==> src/hw/rtl/dop_pkg.sv <==
package dop_pkg;

    // Option codes of interest
    localparam logic [7:0] OPT_PAD        = 8'd0;
    localparam logic [7:0] OPT_SUBNET     = 8'd1;
    localparam logic [7:0] OPT_ROUTER     = 8'd3;
    localparam logic [7:0] OPT_DNS        = 8'd6;
    localparam logic [7:0] OPT_LEASE      = 8'd51;
    localparam logic [7:0] OPT_MSG_TYPE   = 8'd53;
    localparam logic [7:0] OPT_SERVER     = 8'd54;
    localparam logic [7:0] OPT_RENEW      = 8'd58;
    localparam logic [7:0] OPT_REBIND     = 8'd59;
    localparam logic [7:0] OPT_END        = 8'd255;

    // Captured word layout
    localparam int unsigned WORD_BYTES = 4;
    localparam int unsigned NUM_WORDS  = 7;

    localparam logic [2:0] SLOT_SUBNET = 3'd0;
    localparam logic [2:0] SLOT_ROUTER = 3'd1;
    localparam logic [2:0] SLOT_DNS    = 3'd2;
    localparam logic [2:0] SLOT_LEASE  = 3'd3;
    localparam logic [2:0] SLOT_RENEW  = 3'd4;
    localparam logic [2:0] SLOT_REBIND = 3'd5;
    localparam logic [2:0] SLOT_SERVER = 3'd6;

    typedef enum logic [1:0] {
        STATUS_OK        = 2'd0,
        STATUS_TRUNCATED = 2'd1,
        STATUS_OVERRUN   = 2'd2
    } status_t;

    typedef logic [NUM_WORDS-1:0][31:0] word_arr_t;

    typedef struct packed {
        logic        hit;
        logic        exact;
        logic [2:0]  idx;
    } slot_t;

    // Update of one captured word at the end of an option
    typedef struct packed {
        logic        valid;
        logic [2:0]  slot;
        logic [31:0] word;
    } commit_t;

    // Per-byte summary from the walker
    typedef struct packed {
        status_t     status;
        logic [7:0]  msg_type;
    } walk_res_t;

    // Map an option code to its captured word slot
    function automatic slot_t word_slot(input logic [7:0] code);
        slot_t s;
        s.hit   = 1'b1;
        s.exact = 1'b1;
        s.idx   = SLOT_SUBNET;
        unique case (code)
            OPT_SUBNET: s.idx = SLOT_SUBNET;
            OPT_ROUTER:
            begin
                s.idx   = SLOT_ROUTER;
                s.exact = 1'b0;
            end
            OPT_DNS:
            begin
                s.idx   = SLOT_DNS;
                s.exact = 1'b0;
            end
            OPT_LEASE:  s.idx = SLOT_LEASE;
            OPT_RENEW:  s.idx = SLOT_RENEW;
            OPT_REBIND: s.idx = SLOT_REBIND;
            OPT_SERVER: s.idx = SLOT_SERVER;
            default:    s.hit = 1'b0;
        endcase
        return s;
    endfunction

endpackage

==> src/hw/rtl/dop_in_if.sv <==
interface dop_in_if;
    logic       valid;
    logic       ready;
    logic [7:0] data_byte;
    logic       first_byte;
    logic       last_byte;
    logic       clear_values;

    modport source (
        output valid, data_byte, first_byte, last_byte, clear_values,
        input  ready
    );
    modport sink (
        input  valid, data_byte, first_byte, last_byte, clear_values,
        output ready
    );
endinterface

==> src/hw/rtl/dop_out_if.sv <==
interface dop_out_if;
    logic        valid;
    logic        ready;
    logic [1:0]  parse_status;
    logic [7:0]  message_type;
    logic [31:0] subnet_mask;
    logic [31:0] router_addr;
    logic [31:0] dns_addr;
    logic [31:0] lease_seconds;
    logic [31:0] renew_seconds;
    logic [31:0] rebind_seconds;
    logic [31:0] server_addr;

    modport source (
        output valid, parse_status, message_type, subnet_mask, router_addr, dns_addr,
               lease_seconds, renew_seconds, rebind_seconds, server_addr,
        input  ready
    );
    modport sink (
        input  valid, parse_status, message_type, subnet_mask, router_addr, dns_addr,
               lease_seconds, renew_seconds, rebind_seconds, server_addr,
        output ready
    );
endinterface

==> src/hw/rtl/dop_walker.sv <==
module dop_walker (
    input  logic                clk,
    input  logic                rst_n,
    input  logic                advance,
    input  logic [7:0]          data_byte,
    input  logic                first_byte,
    input  logic                last_byte,
    output dop_pkg::commit_t    commit,
    output dop_pkg::walk_res_t  res
);

    typedef enum logic [2:0] {
        PH_CODE = 3'd0,
        PH_LEN  = 3'd1,
        PH_DATA = 3'd2,
        PH_DONE = 3'd3,
        PH_IDLE = 3'd4
    } phase_t;

    phase_t      phase_reg, phase_next, phase_cur;
    logic [7:0]  code_reg, code_next;
    logic [7:0]  len_reg, len_next;
    logic [7:0]  left_reg, left_next;
    logic [31:0] accum_reg, accum_next;
    logic [7:0]  msg_reg, msg_next;
    logic [7:0]  taken;
    logic        restart;
    dop_pkg::slot_t   slot;
    dop_pkg::status_t status;

    assign slot  = dop_pkg::word_slot(code_reg);
    assign taken = len_reg - left_reg;

    // Walk one byte through code, length and data
    always_comb
    begin
        code_next  = code_reg;
        len_next   = len_reg;
        left_next  = left_reg;
        accum_next = accum_reg;
        msg_next   = msg_reg;
        commit     = '0;

        restart = first_byte || !(phase_reg == PH_CODE || phase_reg == PH_LEN ||
                                  phase_reg == PH_DATA || phase_reg == PH_DONE);
        phase_cur = restart ? PH_CODE : phase_reg;
        if (restart)
        begin
            msg_next = 8'd0;
        end
        phase_next = phase_cur;

        unique case (phase_cur)
            PH_CODE:
            begin
                if (data_byte == dop_pkg::OPT_END)
                begin
                    phase_next = PH_DONE;
                end
                else if (data_byte != dop_pkg::OPT_PAD)
                begin
                    code_next  = data_byte;
                    phase_next = PH_LEN;
                end
            end
            PH_LEN:
            begin
                len_next   = data_byte;
                left_next  = data_byte;
                accum_next = 32'd0;
                phase_next = (data_byte == 8'd0) ? PH_CODE : PH_DATA;
            end
            PH_DATA:
            begin
                if (taken < 8'(dop_pkg::WORD_BYTES))
                begin
                    accum_next = {accum_reg[23:0], data_byte};
                end
                left_next = left_reg - 8'd1;
                if (left_next == 8'd0)
                begin
                    phase_next = PH_CODE;
                    if (code_reg == dop_pkg::OPT_MSG_TYPE)
                    begin
                        if (len_reg == 8'd1)
                        begin
                            msg_next = accum_next[7:0];
                        end
                    end
                    else if (slot.hit)
                    begin
                        commit.valid = slot.exact ? (len_reg == 8'(dop_pkg::WORD_BYTES))
                                                  : (len_reg >= 8'(dop_pkg::WORD_BYTES));
                        commit.slot  = slot.idx;
                        commit.word  = accum_next;
                    end
                end
            end
            default:
            begin
            end
        endcase

        // Close the buffer and grade how it ended
        if (phase_next == PH_LEN)
        begin
            status = dop_pkg::STATUS_TRUNCATED;
        end
        else if (phase_next == PH_DATA)
        begin
            status = dop_pkg::STATUS_OVERRUN;
        end
        else
        begin
            status = dop_pkg::STATUS_OK;
        end
        if (last_byte)
        begin
            phase_next = PH_IDLE;
        end

        commit.valid = commit.valid && advance;
        res.status   = status;
        res.msg_type = msg_next;
    end

    // Hold parser state between words
    always_ff @(posedge clk or negedge rst_n)
    begin
        if (!rst_n)
        begin
            phase_reg <= PH_CODE;
            code_reg  <= 8'd0;
            len_reg   <= 8'd0;
            left_reg  <= 8'd0;
            accum_reg <= 32'd0;
            msg_reg   <= 8'd0;
        end
        else if (advance)
        begin
            phase_reg <= phase_next;
            code_reg  <= code_next;
            len_reg   <= len_next;
            left_reg  <= left_next;
            accum_reg <= accum_next;
            msg_reg   <= msg_next;
        end
    end

endmodule

==> src/hw/rtl/dop_store.sv <==
module dop_store (
    input  logic                clk,
    input  logic                rst_n,
    input  logic                advance,
    input  logic                clear_values,
    input  dop_pkg::commit_t    commit,
    output dop_pkg::word_arr_t  words_next
);

    dop_pkg::word_arr_t words_reg;

    // Clear first, then apply the option that just completed
    always_comb
    begin
        for (int i = 0; i < int'(dop_pkg::NUM_WORDS); i++)
        begin
            words_next[i] = clear_values ? 32'd0 : words_reg[i];
            if (commit.valid && commit.slot == 3'(i))
            begin
                words_next[i] = commit.word;
            end
        end
    end

    // Hold captured values across buffers
    always_ff @(posedge clk or negedge rst_n)
    begin
        if (!rst_n)
        begin
            words_reg <= '0;
        end
        else if (advance)
        begin
            words_reg <= words_next;
        end
    end

endmodule

==> src/hw/rtl/dhcp_option_parser_core.sv <==
// Streaming DHCP options parser, one byte word per cycle while the input is not stalled.
// The result is registered as the last byte is accepted and is shown in the cycle after.
// Throughput: one byte per cycle; input stalls only while a held result is not taken.
// Reset: asynchronous, active low; parser restarts at option code, all captured
// values and message type are zero, no result pending.
module dhcp_option_parser_core (
    input  logic      clk,
    input  logic      rst_n,
    dop_in_if.sink    options,
    dop_out_if.source report
);

    logic                advance;
    logic                rep_valid_reg;
    dop_pkg::commit_t    commit;
    dop_pkg::walk_res_t  res;
    dop_pkg::word_arr_t  words_next;
    dop_pkg::walk_res_t  res_reg;
    dop_pkg::word_arr_t  words_out_reg;

    assign options.ready = !rep_valid_reg || report.ready;
    assign advance       = options.valid && options.ready;

    dop_walker u_walker (
        .clk        (clk),
        .rst_n      (rst_n),
        .advance    (advance),
        .data_byte  (options.data_byte),
        .first_byte (options.first_byte),
        .last_byte  (options.last_byte),
        .commit     (commit),
        .res        (res)
    );

    dop_store u_store (
        .clk          (clk),
        .rst_n        (rst_n),
        .advance      (advance),
        .clear_values (options.clear_values),
        .commit       (commit),
        .words_next   (words_next)
    );

    // Track the pending result word
    always_ff @(posedge clk or negedge rst_n)
    begin
        if (!rst_n)
        begin
            rep_valid_reg <= 1'b0;
        end
        else if (advance && options.last_byte)
        begin
            rep_valid_reg <= 1'b1;
        end
        else if (report.ready)
        begin
            rep_valid_reg <= 1'b0;
        end
    end

    // Capture the result on the last byte
    always_ff @(posedge clk)
    begin
        if (advance && options.last_byte)
        begin
            res_reg       <= res;
            words_out_reg <= words_next;
        end
    end

    assign report.valid          = rep_valid_reg;
    assign report.parse_status   = res_reg.status;
    assign report.message_type   = res_reg.msg_type;
    assign report.subnet_mask    = words_out_reg[dop_pkg::SLOT_SUBNET];
    assign report.router_addr    = words_out_reg[dop_pkg::SLOT_ROUTER];
    assign report.dns_addr       = words_out_reg[dop_pkg::SLOT_DNS];
    assign report.lease_seconds  = words_out_reg[dop_pkg::SLOT_LEASE];
    assign report.renew_seconds  = words_out_reg[dop_pkg::SLOT_RENEW];
    assign report.rebind_seconds = words_out_reg[dop_pkg::SLOT_REBIND];
    assign report.server_addr    = words_out_reg[dop_pkg::SLOT_SERVER];

endmodule
==> src/flat_wrapper.sv <==
// flat-port wrapper written by rule: the top's interface ports become plain ports
module dhcp_option_parser_core_flat 
  (clk, rst_n, options_valid, options_data_byte, options_first_byte, options_last_byte, options_clear_values, options_ready, report_valid, report_parse_status, report_message_type, report_subnet_mask, report_router_addr, report_dns_addr, report_lease_seconds, report_renew_seconds, report_rebind_seconds, report_server_addr, report_ready);
  dop_in_if options_i ();
  dop_out_if report_i ();
  input  logic clk;
  input  logic rst_n;
  input wire logic [$bits(options_i.valid)-1:0] options_valid;
  input wire logic [$bits(options_i.data_byte)-1:0] options_data_byte;
  input wire logic [$bits(options_i.first_byte)-1:0] options_first_byte;
  input wire logic [$bits(options_i.last_byte)-1:0] options_last_byte;
  input wire logic [$bits(options_i.clear_values)-1:0] options_clear_values;
  output wire logic [$bits(options_i.ready)-1:0] options_ready;
  output wire logic [$bits(report_i.valid)-1:0] report_valid;
  output wire logic [$bits(report_i.parse_status)-1:0] report_parse_status;
  output wire logic [$bits(report_i.message_type)-1:0] report_message_type;
  output wire logic [$bits(report_i.subnet_mask)-1:0] report_subnet_mask;
  output wire logic [$bits(report_i.router_addr)-1:0] report_router_addr;
  output wire logic [$bits(report_i.dns_addr)-1:0] report_dns_addr;
  output wire logic [$bits(report_i.lease_seconds)-1:0] report_lease_seconds;
  output wire logic [$bits(report_i.renew_seconds)-1:0] report_renew_seconds;
  output wire logic [$bits(report_i.rebind_seconds)-1:0] report_rebind_seconds;
  output wire logic [$bits(report_i.server_addr)-1:0] report_server_addr;
  input wire logic [$bits(report_i.ready)-1:0] report_ready;
  assign options_i.valid = options_valid;
  assign options_i.data_byte = options_data_byte;
  assign options_i.first_byte = options_first_byte;
  assign options_i.last_byte = options_last_byte;
  assign options_i.clear_values = options_clear_values;
  assign options_ready = options_i.ready;
  assign report_valid = report_i.valid;
  assign report_parse_status = report_i.parse_status;
  assign report_message_type = report_i.message_type;
  assign report_subnet_mask = report_i.subnet_mask;
  assign report_router_addr = report_i.router_addr;
  assign report_dns_addr = report_i.dns_addr;
  assign report_lease_seconds = report_i.lease_seconds;
  assign report_renew_seconds = report_i.renew_seconds;
  assign report_rebind_seconds = report_i.rebind_seconds;
  assign report_server_addr = report_i.server_addr;
  assign report_i.ready = report_ready;
  dhcp_option_parser_core u_core (.clk(clk), .rst_n(rst_n), .options(options_i), .report(report_i));
endmodule
==> config.mk <==
export PLATFORM = sky130hd
export DESIGN_NAME = dhcp_option_parser_core_flat
export DESIGN_NICKNAME = d
export VERILOG_FILES = /design/src/hw/rtl/dop_pkg.sv /design/src/hw/rtl/dop_in_if.sv /design/src/hw/rtl/dop_out_if.sv /design/src/hw/rtl/dop_walker.sv /design/src/hw/rtl/dop_store.sv /design/src/hw/rtl/dhcp_option_parser_core.sv /design/src/flat_wrapper.sv
export SDC_FILE = /design/constraint.sdc
export NUM_CORES = 1
export LEC_CHECK = 0
export ABC_AREA = 1
export BUFFER_PORTS_ARGS = -buffer_cell sky130_fd_sc_hd__buf_2
export CAP_MARGIN = 20
export CORE_ASPECT_RATIO = 0.5
export CORE_MARGIN = 8
export CORE_UTILIZATION = 55
export DETAILED_ROUTE_END_ITERATION = 8
export PLACE_DENSITY = 0.77
export RECOVER_POWER = 25
export SLEW_MARGIN = 10
export SYNTH_ARGS = -nofsm -noshare
export SYNTH_HDL_FRONTEND = slang
export SYNTH_SLANG_ARGS = --single-unit
==> constraint.sdc <==
create_clock -name clk -period 12.4 [get_ports clk]
set_input_delay 1.24 -clock clk [delete_from_list [all_inputs] [get_ports clk]]
set_output_delay 1.24 -clock clk [all_outputs]
set_load 0.02 [all_outputs]
# Word level (Yosys, flattened, before mapping)
# Cells that the tools add are included.
dict set report op_classes {
  n_addsub 2
  n_lt_le_gt_ge 2
  eq_ne 24
  muxes 39
  bitwise_logic 1
  reduce_logical 30
}
# operator n
set ops {}
lappend ops {{2-to-1 mux 32 bit} 15}
lappend ops {{2-to-1 mux 36 bit} 4}
lappend ops {{one-hot mux 32 bit (2 select lines)} 1}
lappend ops {{== test 8 x 6 -> 1 bit (second input constant)} 5}
lappend ops {{2-to-1 mux 8 bit} 5}
lappend ops {{== test 3 x 2 -> 1 bit (second input constant)} 6}
lappend ops {{one-hot mux 3 bit (6 select lines)} 1}
lappend ops {{== test 8 x 1 -> 1 bit (second input constant)} 2}
lappend ops {{== test 8 x 3 -> 1 bit (second input constant)} 2}
lappend ops {{zero test 8 bit} 2}
lappend ops {{one-hot mux 8 bit (2 select lines)} 1}
lappend ops {{2-to-1 mux 3 bit} 5}
lappend ops {{== test 3 x 1 -> 1 bit (second input constant)} 4}
lappend ops {{logical AND 1 bit} 10}
lappend ops {{== test 3 bit (second input constant)} 3}
lappend ops {{zero test 3 bit} 3}
lappend ops {{one-hot mux 3 bit (3 select lines)} 1}
lappend ops {{== test 8 x 2 -> 1 bit (second input constant)} 1}
lappend ops {{== test 8 bit (second input constant)} 1}
lappend ops {{>= comparator 8 x 3 -> 1 bit (second input constant)} 1}
lappend ops {{less-than comparator 8 x 3 -> 1 bit (second input constant)} 1}
lappend ops {{nonzero test 8 bit} 1}
lappend ops {{subtractor 8 x 1 -> 8 bit (second input constant)} 1}
lappend ops {{subtractor 8 bit} 1}
lappend ops {{10 further kinds} 21}
dict set report totals {
  ff_bits 526
  in_bits 15
  out_inout_bits 236
  elab_cells 121
}

# Longest topological paths before layout
# Gate-level depths: netlist (run 1).
dict set report depth {
  word_depth 12
  ltp_mapped 21
  ltp_nobuf 20
}

# Modules after synthesis
# From an unflattened synthesis (run 1), not the netlist that was laid out.
dict set report hier_totals {
  hier_cells 2868
  hier_area_um2 25084.1
}
# module n_inst cells_per_inst area_per_inst_um2 seq_area_each_um2
set by_module_without_submodules {}
lappend by_module_without_submodules {dop_store 1 1986 13621.8 5605.4}
lappend by_module_without_submodules {dhcp_option_parser_core 1 243 7090.6 7051.8}
lappend by_module_without_submodules {dop_walker 1 639 4371.7 1676.6}

# Worst setup path before layout (run 1)
# No wires, ideal clock.
dict set report synth_path {
  kind {in2reg}
  startpoint {input report_ready}
  endpoint {register u_core.words_out_reg (netlist bit u_core.report.dns_addr[0]), enable pin}
  setup_ns 0.834
  arrival_ns 11.681
  required_ns 11.566
  path_slack_ns -0.115
  stages 6
  path_buffers 2
  cell_sequence {inv_1 -> nand2_1 -> nand2_1 -> clkbuf_1 -> clkbuf_1 -> nor2_1}
}
dict set report synth_between {
  elab_chain_len 3
}
# item line_no
set synth_rtl {}
lappend synth_rtl {{start, declared} flat_wrapper.sv:24} ;# input wire logic [$bits(report_i.ready)-1:0] report_ready;
lappend synth_rtl {{logical OR 1 bit} dhcp_option_parser_core.sv:21} ;# assign options.ready = !rep_valid_reg || report.ready;
lappend synth_rtl {{named net options_ready} flat_wrapper.sv:13} ;# output wire logic [$bits(options_i.ready)-1:0] options_ready;
lappend synth_rtl {{logical AND 1 bit} dhcp_option_parser_core.sv:22} ;# assign advance = options.valid && options.ready;
lappend synth_rtl {{logical AND 1 bit} dhcp_option_parser_core.sv:64} ;# if (advance && options.last_byte)
lappend synth_rtl {{end signal, assigned} dhcp_option_parser_core.sv:67} ;# words_out_reg <= words_next;
lappend synth_rtl {{end, declared} dhcp_option_parser_core.sv:19} ;# dop_pkg::word_arr_t words_out_reg;
# The timed path passes the listed nets, and every way through them passes these cells.
# A chain may end at the register's enable or synchronous reset.

# Worst setup path after layout (run 1)
dict set report layout_path {
  startpoint {input report_ready}
  endpoint {register u_core.words_out_reg (netlist bit u_core.report.server_addr[3]), enable pin}
}
dict set report layout_between {
  elab_chain_len 3
}
# item line_no
set layout_rtl {}
lappend layout_rtl {{logical OR 1 bit} dhcp_option_parser_core.sv:21}
lappend layout_rtl {{logical AND 1 bit} dhcp_option_parser_core.sv:22}
lappend layout_rtl {{logical AND 1 bit} dhcp_option_parser_core.sv:64}
# Every way passes these cells.

==> results of run 1 <==
## Yosys cell counts
cell type | count | share of area (%)
nand2_1 | 1479 | 22
inv_1 | 323 | 4.9
dfrtp_1 | 292 | 29
nor2_1 | 267 | 4.0
edfxtp_1 | 234 | 28
clkbuf_1 | 71 | 1.1
nand3_1 | 64 | 1.3
nand2_2 | 62 | 1.6
nor2_4 | 42 | 1.9
o21ai_0 | 36 | 0.72
o22ai_1 | 35 | 0.88
buf_2 | 32 | 0.64
buf_1 | 14 | 0.21
buf_4 | 12 | 0.36
buf_6 | 12 | 0.54
nand4_1 | 10 | 0.25
a21oi_1 | 9 | 0.18
ha_1 | 8 | 0.40
inv_2 | 6 | 0.090
nor2_2 | 6 | 0.15
o211ai_1 | 5 | 0.15
nand3b_1 | 3 | 0.090
nor3_1 | 3 | 0.060
nor4_1 | 3 | 0.075
nand4_4 | 2 | 0.17
o21ai_1 | 2 | 0.040
clkinv_1 | 1 | 0.015
nand2_4 | 1 | 0.045
nand3_2 | 1 | 0.040
nand4_2 | 1 | 0.050
nor2_8 | 1 | 0.080
xnor2_1 | 1 | 0.035
xor2_1 | 1 | 0.035
xor2_2 | 1 | 0.065
## cell families after synthesis
group,after synthesis,share of synthesized area [%]
simple gates,1945,32.09
flops,526,57.59
buf+inv,471,7.807
compound gates,87,1.976
fa+ha+maj,8,0.4022
xor+xnor,3,0.1358
## per-layer routing
metal | vias up | part of all wire, %
met4 | 2 | 4.3
met2 | 930 | 48
met1 | 9692 | 39
li1 | 9629 | -
met5 | - | 0.019
met3 | 183 | 8.2
## power groups by stage
stage,clock [mW],sequential [mW],combinational (mW)
after global placement,0,2.01,0.738
after detailed placement,0,2.01,0.756
after CTS,1.50,1.98,0.760
after floorplan,0,2.04,0.532
after global routing,1.57,1.99,0.863
final,1.48,1.98,0.773
## critical path, cell delays in order
cell and delay [ns]:
buf_2 0.07, inv_1 0.03, nand2_1 0.08, nand2_1 1.39
nor2_1 1.37, buf_4 0.95, buf_4 0.96
## final cells by class
| class | count | area, um2 | share of cell area, % |
|---|---|---|---|
| clock buffers | 70 | 1416 | 5.064 |
| clock inverters | 20 | 140.1 | 0.5010 |
| inverters | 330 | 1244 | 4.446 |
| multi-input cells | 2043 | 8626 | 30.84 |
| flip-flops and latches | 526 | 14330 | 51.25 |
| well taps | 598 | 748.2 | 2.675 |
| repair buffers | 274 | 1463 | 5.229 |
## worst max path at each step
| stage | endpoint | slack (ns) |
|---|---|---|
| after floorplan | u_core.report.dns_addr[0] | 3.85 |
| after global placement | u_core.report.dns_addr[9] | 7.08 |
| after detailed placement | u_core.report.dns_addr[8] | 7.00 |
| after CTS | u_core.report.server_addr[7] | 7.59 |
| after global routing | u_core.u_walker.accum_reg[7] | 5.94 |
| final | u_core.report.server_addr[3] | 6.36 |
## metrics by stage
| step | instances | instance area (um2) | worst slack (ns) | power, mW | hold slack (ns) |
|---|---|---|---|---|---|
| after floorplan | 3040 | 24890 | 3.854 | 2.572 | 0.4488 |
| after global placement | 3768 | 26400 | 7.075 | 2.748 | 0.4604 |
| after detailed placement | 3768 | 26400 | 7.004 | 2.768 | 0.4646 |
| after CTS | 3858 | 27960 | 7.585 | 4.234 | 0.4820 |
| after global routing | 3861 | 27970 | 5.936 | 4.418 | 0.4930 |
| final | 3861 | 27970 | 6.360 | 4.234 | 0.4773 |
## cells in the final DEF, fill, tap and decap left out, drive strengths merged
cell and count:
nand3b 3, nand2 1542, edfxtp 234, nand4 13, inv 330, o21ai 38
ha 8, xor2 2, nand3 65, dfrtp 292, o211ai 5, clkbuf 88
nor4 3, nor3 3, clkinvlp 2, xnor2 1, clkinv 17, nor2 316
buf 256, o22ai 35, bufinv 1, a21oi 9
==> flow_summary.ini, run 1 <==
[cells_and_area]
fin_nets = 3246
fin_util_pct = 62.24
final.fill_count = 3651
antennaDiodeCount = 0
areaGrowthSynthToFinish_pct = 12.38
largest_reg_flops = 224
drive_gt1_share_pct = 13.94

[synthesis]
seq_area_frac_synth_pct = 57.59
synth_area_mm2 = 0.02489
ys_types = 34
synthCells = 3040
syn_avg_cell_area_um2 = 8.188
synth_nets = 3063
ys_seq_elements = 526
ys_warn_count = 0

[route]
drt-wirelength-per-cell_um = 17.98
vias = 20440
first_pass_iters = 6
drc = 0
via_per_inst = 5.293
drt_iter0_markers = 2248
drt.antenna.violating_nets = 0
wl_um = 69430

[power_and_ir_drop]
internal-power_mw = 2.951
pwr-share-seq_pct = 46.7
combPwrFrac_pct = 18.3
ir_drop_v = 0.0001092
p_clk_share_pct = 35.0
swShare_pct = 30.31
power_switching_mw = 1.283
cellPowerDensity_mw_per_mm2 = 151.4
p_leak_nw = 13.76

[floorplanning]
num_rows = 55
die_h_um = 166.4
ioPinCount = 251
die_w_um = 316.9
start_util_pct = 55.39
core-area_mm2 = 0.04494
die-area_mm2 = 0.05273

[timing]
relSlewSlack_pct = -246.2
fin_crit_ns = 6.040
report.final.slew_viol_count = 158
tns_ns = 0
fin_skew_ns = 0.01600
hold_violations = 0
fmax_mhz = 165.6
post-route-period-util_pct = 48.71
finalSetupViolCount = 0
tightest_slew_ns = 5.193
rsz0062_at_grt = false

[clocking]
cts_buffer_depth = 3
cts_made_buffers = 48
cts.sinks = 526
cts_root_buffer = clkbuf_16
cts_hold_buf = 0
h-tree-depth = 2
cts_setup_buffers = 0
cts_tree = built
clk_pin_slew_ns = 0.06
insertion_delay_ns = 0.58
cts_resized = 0

[status]
violations = capacitance limit, slew limit
outcome = complete, but fails checks

[critical_path]
arrival_ns = 6.23
crit_type = input port to flop
r2r-start = u_core.report.valid
startpoint_type = input port
r2r_end = u_core.report.server_addr[3]
reg2reg_depth = 5
critPathMaxFanout = 76
startpoint = report_ready
r2r_slack_ns = 6.72
worst_ep_required_time_ns = 12.59
end_kind = flop

[place]
gp_congestion = 0.8483
port-buffer-count = 250
dp.final_hpwl_um = 43380

[grt]
track_usage_pct = 25.68
grt.overflow.total = 0
met1_usage_pct = 33.43
antenna_found_initial = 1
use_met3_pct = 4.201
top_usage_layer = met2
grt_pass1_vias = 19840
met2_usage_pct = 42.27
grt_pass1_wl_um = 108600
grt_max_degree = 103

[worst_hold_path]
whs_path_depth = 2
hp-class = flop to flop
holdPathEnd = u_core.u_store.words_reg[74]
min_from = u_core.u_store.words_reg[74]

[run]
drv_cap = 2
Power figures use the tool's default switching activity.
==> inputs of run 2 (changes only) <==
- clock period: 12.4 -> 5.9 ns (I/O delays scaled with it)
==> run 2 against run 1 <==
Net effect: the run still ends with capacitance limit, slew limit left; utilization shrank 0.27 points; routed wire length shrank 0.56%; non-clock buffer count shrank 3; setup slack lost 4.2 ns.
==> flow_summary.ini, run 2 (synthesis gave the netlist of run 1 again) <==
[status]
outcome = complete, but fails checks
violations = capacitance limit, slew limit

[route]
wl_um = 69040
vias = 20520
drc = 0
via_per_inst = 5.325
drt-wirelength-per-cell_um = 17.91
drt.antenna.violating_nets = 0
first_pass_iters = 6
drt_iter0_markers = 2759

[timing]
tightest_slew_ns = 2.936
fmax_mhz = 265.9
relSlewSlack_pct = -95.74
fin_skew_ns = 0.01668
finalHoldWorstSlack_ns = 0.2879
report.final.slew_viol_count = 45
tns_ns = 0
hold_violations = 0
post-route-period-util_pct = 63.74
rsz0062_at_grt = false
fin_crit_ns = 3.761
finalSetupViolCount = 0

[grt]
antenna_found_initial = 1
grt_max_degree = 205
grt_pass1_vias = 19730
grt.overflow.total = 0
track_usage_pct = 25.65
grt_pass1_wl_um = 108300

[critical_path]
cpMostUsedCell = clkbuf_1
startpoint_type = input port
end_kind = async pin
critPathMaxFanout = 61
cp_slowest_cell = clkbuf_1
crit_type = input port to async pin
worstPathCellList = dlygate4sd3_1 > clkbuf_1 > clkbuf_1 > buf_16
cp_num_buf_inv = 4
max_stage_delay_ns = 2.06
arrival_ns = 4.48
worst_ep_required_time_ns = 6.62
cp_top_family = buffers and inverters

[clocking]
cts.sinks = 526
cts_buffer_depth = 3
cts_made_buffers = 47
cts_resized = 0
cts_tree = built
clk_pin_slew_ns = 0.06
cts_hold_buf = 1
cts_setup_buffers = 0
cts_root_buffer = clkbuf_16
insertion_delay_ns = 0.57
h-tree-depth = 2

[cells_and_area]
final_common_cell = nand2_1
drive_gt1_share_pct = 11.39
areaGrowthSynthToFinish_pct = 11.89
fin_nets = 3242
antennaDiodeCount = 0
fin_util_pct = 61.98
mostFrequentLayoutCells = 1477 x nand2_1, 322 x inv_1, 292 x dfrtp_1
largest_reg_flops = 224

[power_and_ir_drop]
ir_drop_v = 0.0001806
p_leak_nw = 13.49
cellPowerDensity_mw_per_mm2 = 317.2

[floorplanning]
ioPinCount = 251
start_util_pct = 55.39
core-area_mm2 = 0.04494
die_w_um = 316.9
die-area_mm2 = 0.05273
num_rows = 55
die_h_um = 166.4

[place]
gp_congestion = 0.9396
port-buffer-count = 250
dp.final_hpwl_um = 42330

[run]
drv_cap = 1

[worst_hold_path]
hp-class = input port to flop
==> run 2: area by class of cell <==
class                   count  area (um2)
inverters                 330        1246
fillers                  3738       17090
repair buffers            271        1375
clock buffers              72        1393
clock inverters            14       101.3
flip-flops and latches    526       14330
well taps                 598       748.2
multi-input cells        2043        8653
==> run 2: worst paths after layout <==
path	to	start	cells after the start	slack, ns
min in group asynchronous	u_core.u_store.words_reg[135]	rst_n	2	1.55
worst max-delay path	u_core.u_store.words_reg[77]	rst_n	4	2.14
worst max register to register	u_core.u_store.words_reg[64]	u_core.report.valid	11	2.30
worst min register to register	u_core.u_store.words_reg[22]	u_core.u_store.words_reg[22]	2	0.48
worst min-delay path	u_core.u_walker.len_reg[7]	options_data_byte[7]	3	0.29
max in group clk	u_core.u_store.words_reg[64]	u_core.report.valid	11	2.30
==> run 2: metal layers <==
metal | share of wire [%] | vias to the layer above | GRT usage [%]
met5 | 0.029 | - | 0
met4 | 4.0 | 2 | 10.18
met3 | 8.2 | 184 | 4.498
met2 | 48 | 914 | 42.04
met1 | 40 | 9821 | 33.87
li1 | - | 9600 | -
==> run 2: power breakdown <==
group	internal (mW)	switching (mW)
Sequential	4.05	0.118
Clock	1.68	1.37
Combinational	0.436	1.19
==> run 2: per-stage QoR <==
step                total power [mW]  instances  area (um2)  setup WS (ns)
CTS                            8.838       3853       27960          2.326
global route                   9.219       3854       27850          1.598
floorplan                      5.399       3040       24900         0.6454
finish                         8.834       3854       27850          2.139
global placement               5.805       3766       26450          2.031
detailed placement             5.834       3766       26450          2.048
==> run 2: worst reg2reg max path: cells and delay by family (launching register included) <==
family	cells	cell delay, ns
simple gates	10	2.73
buf+inv	1	0.42
flops	1	0.38
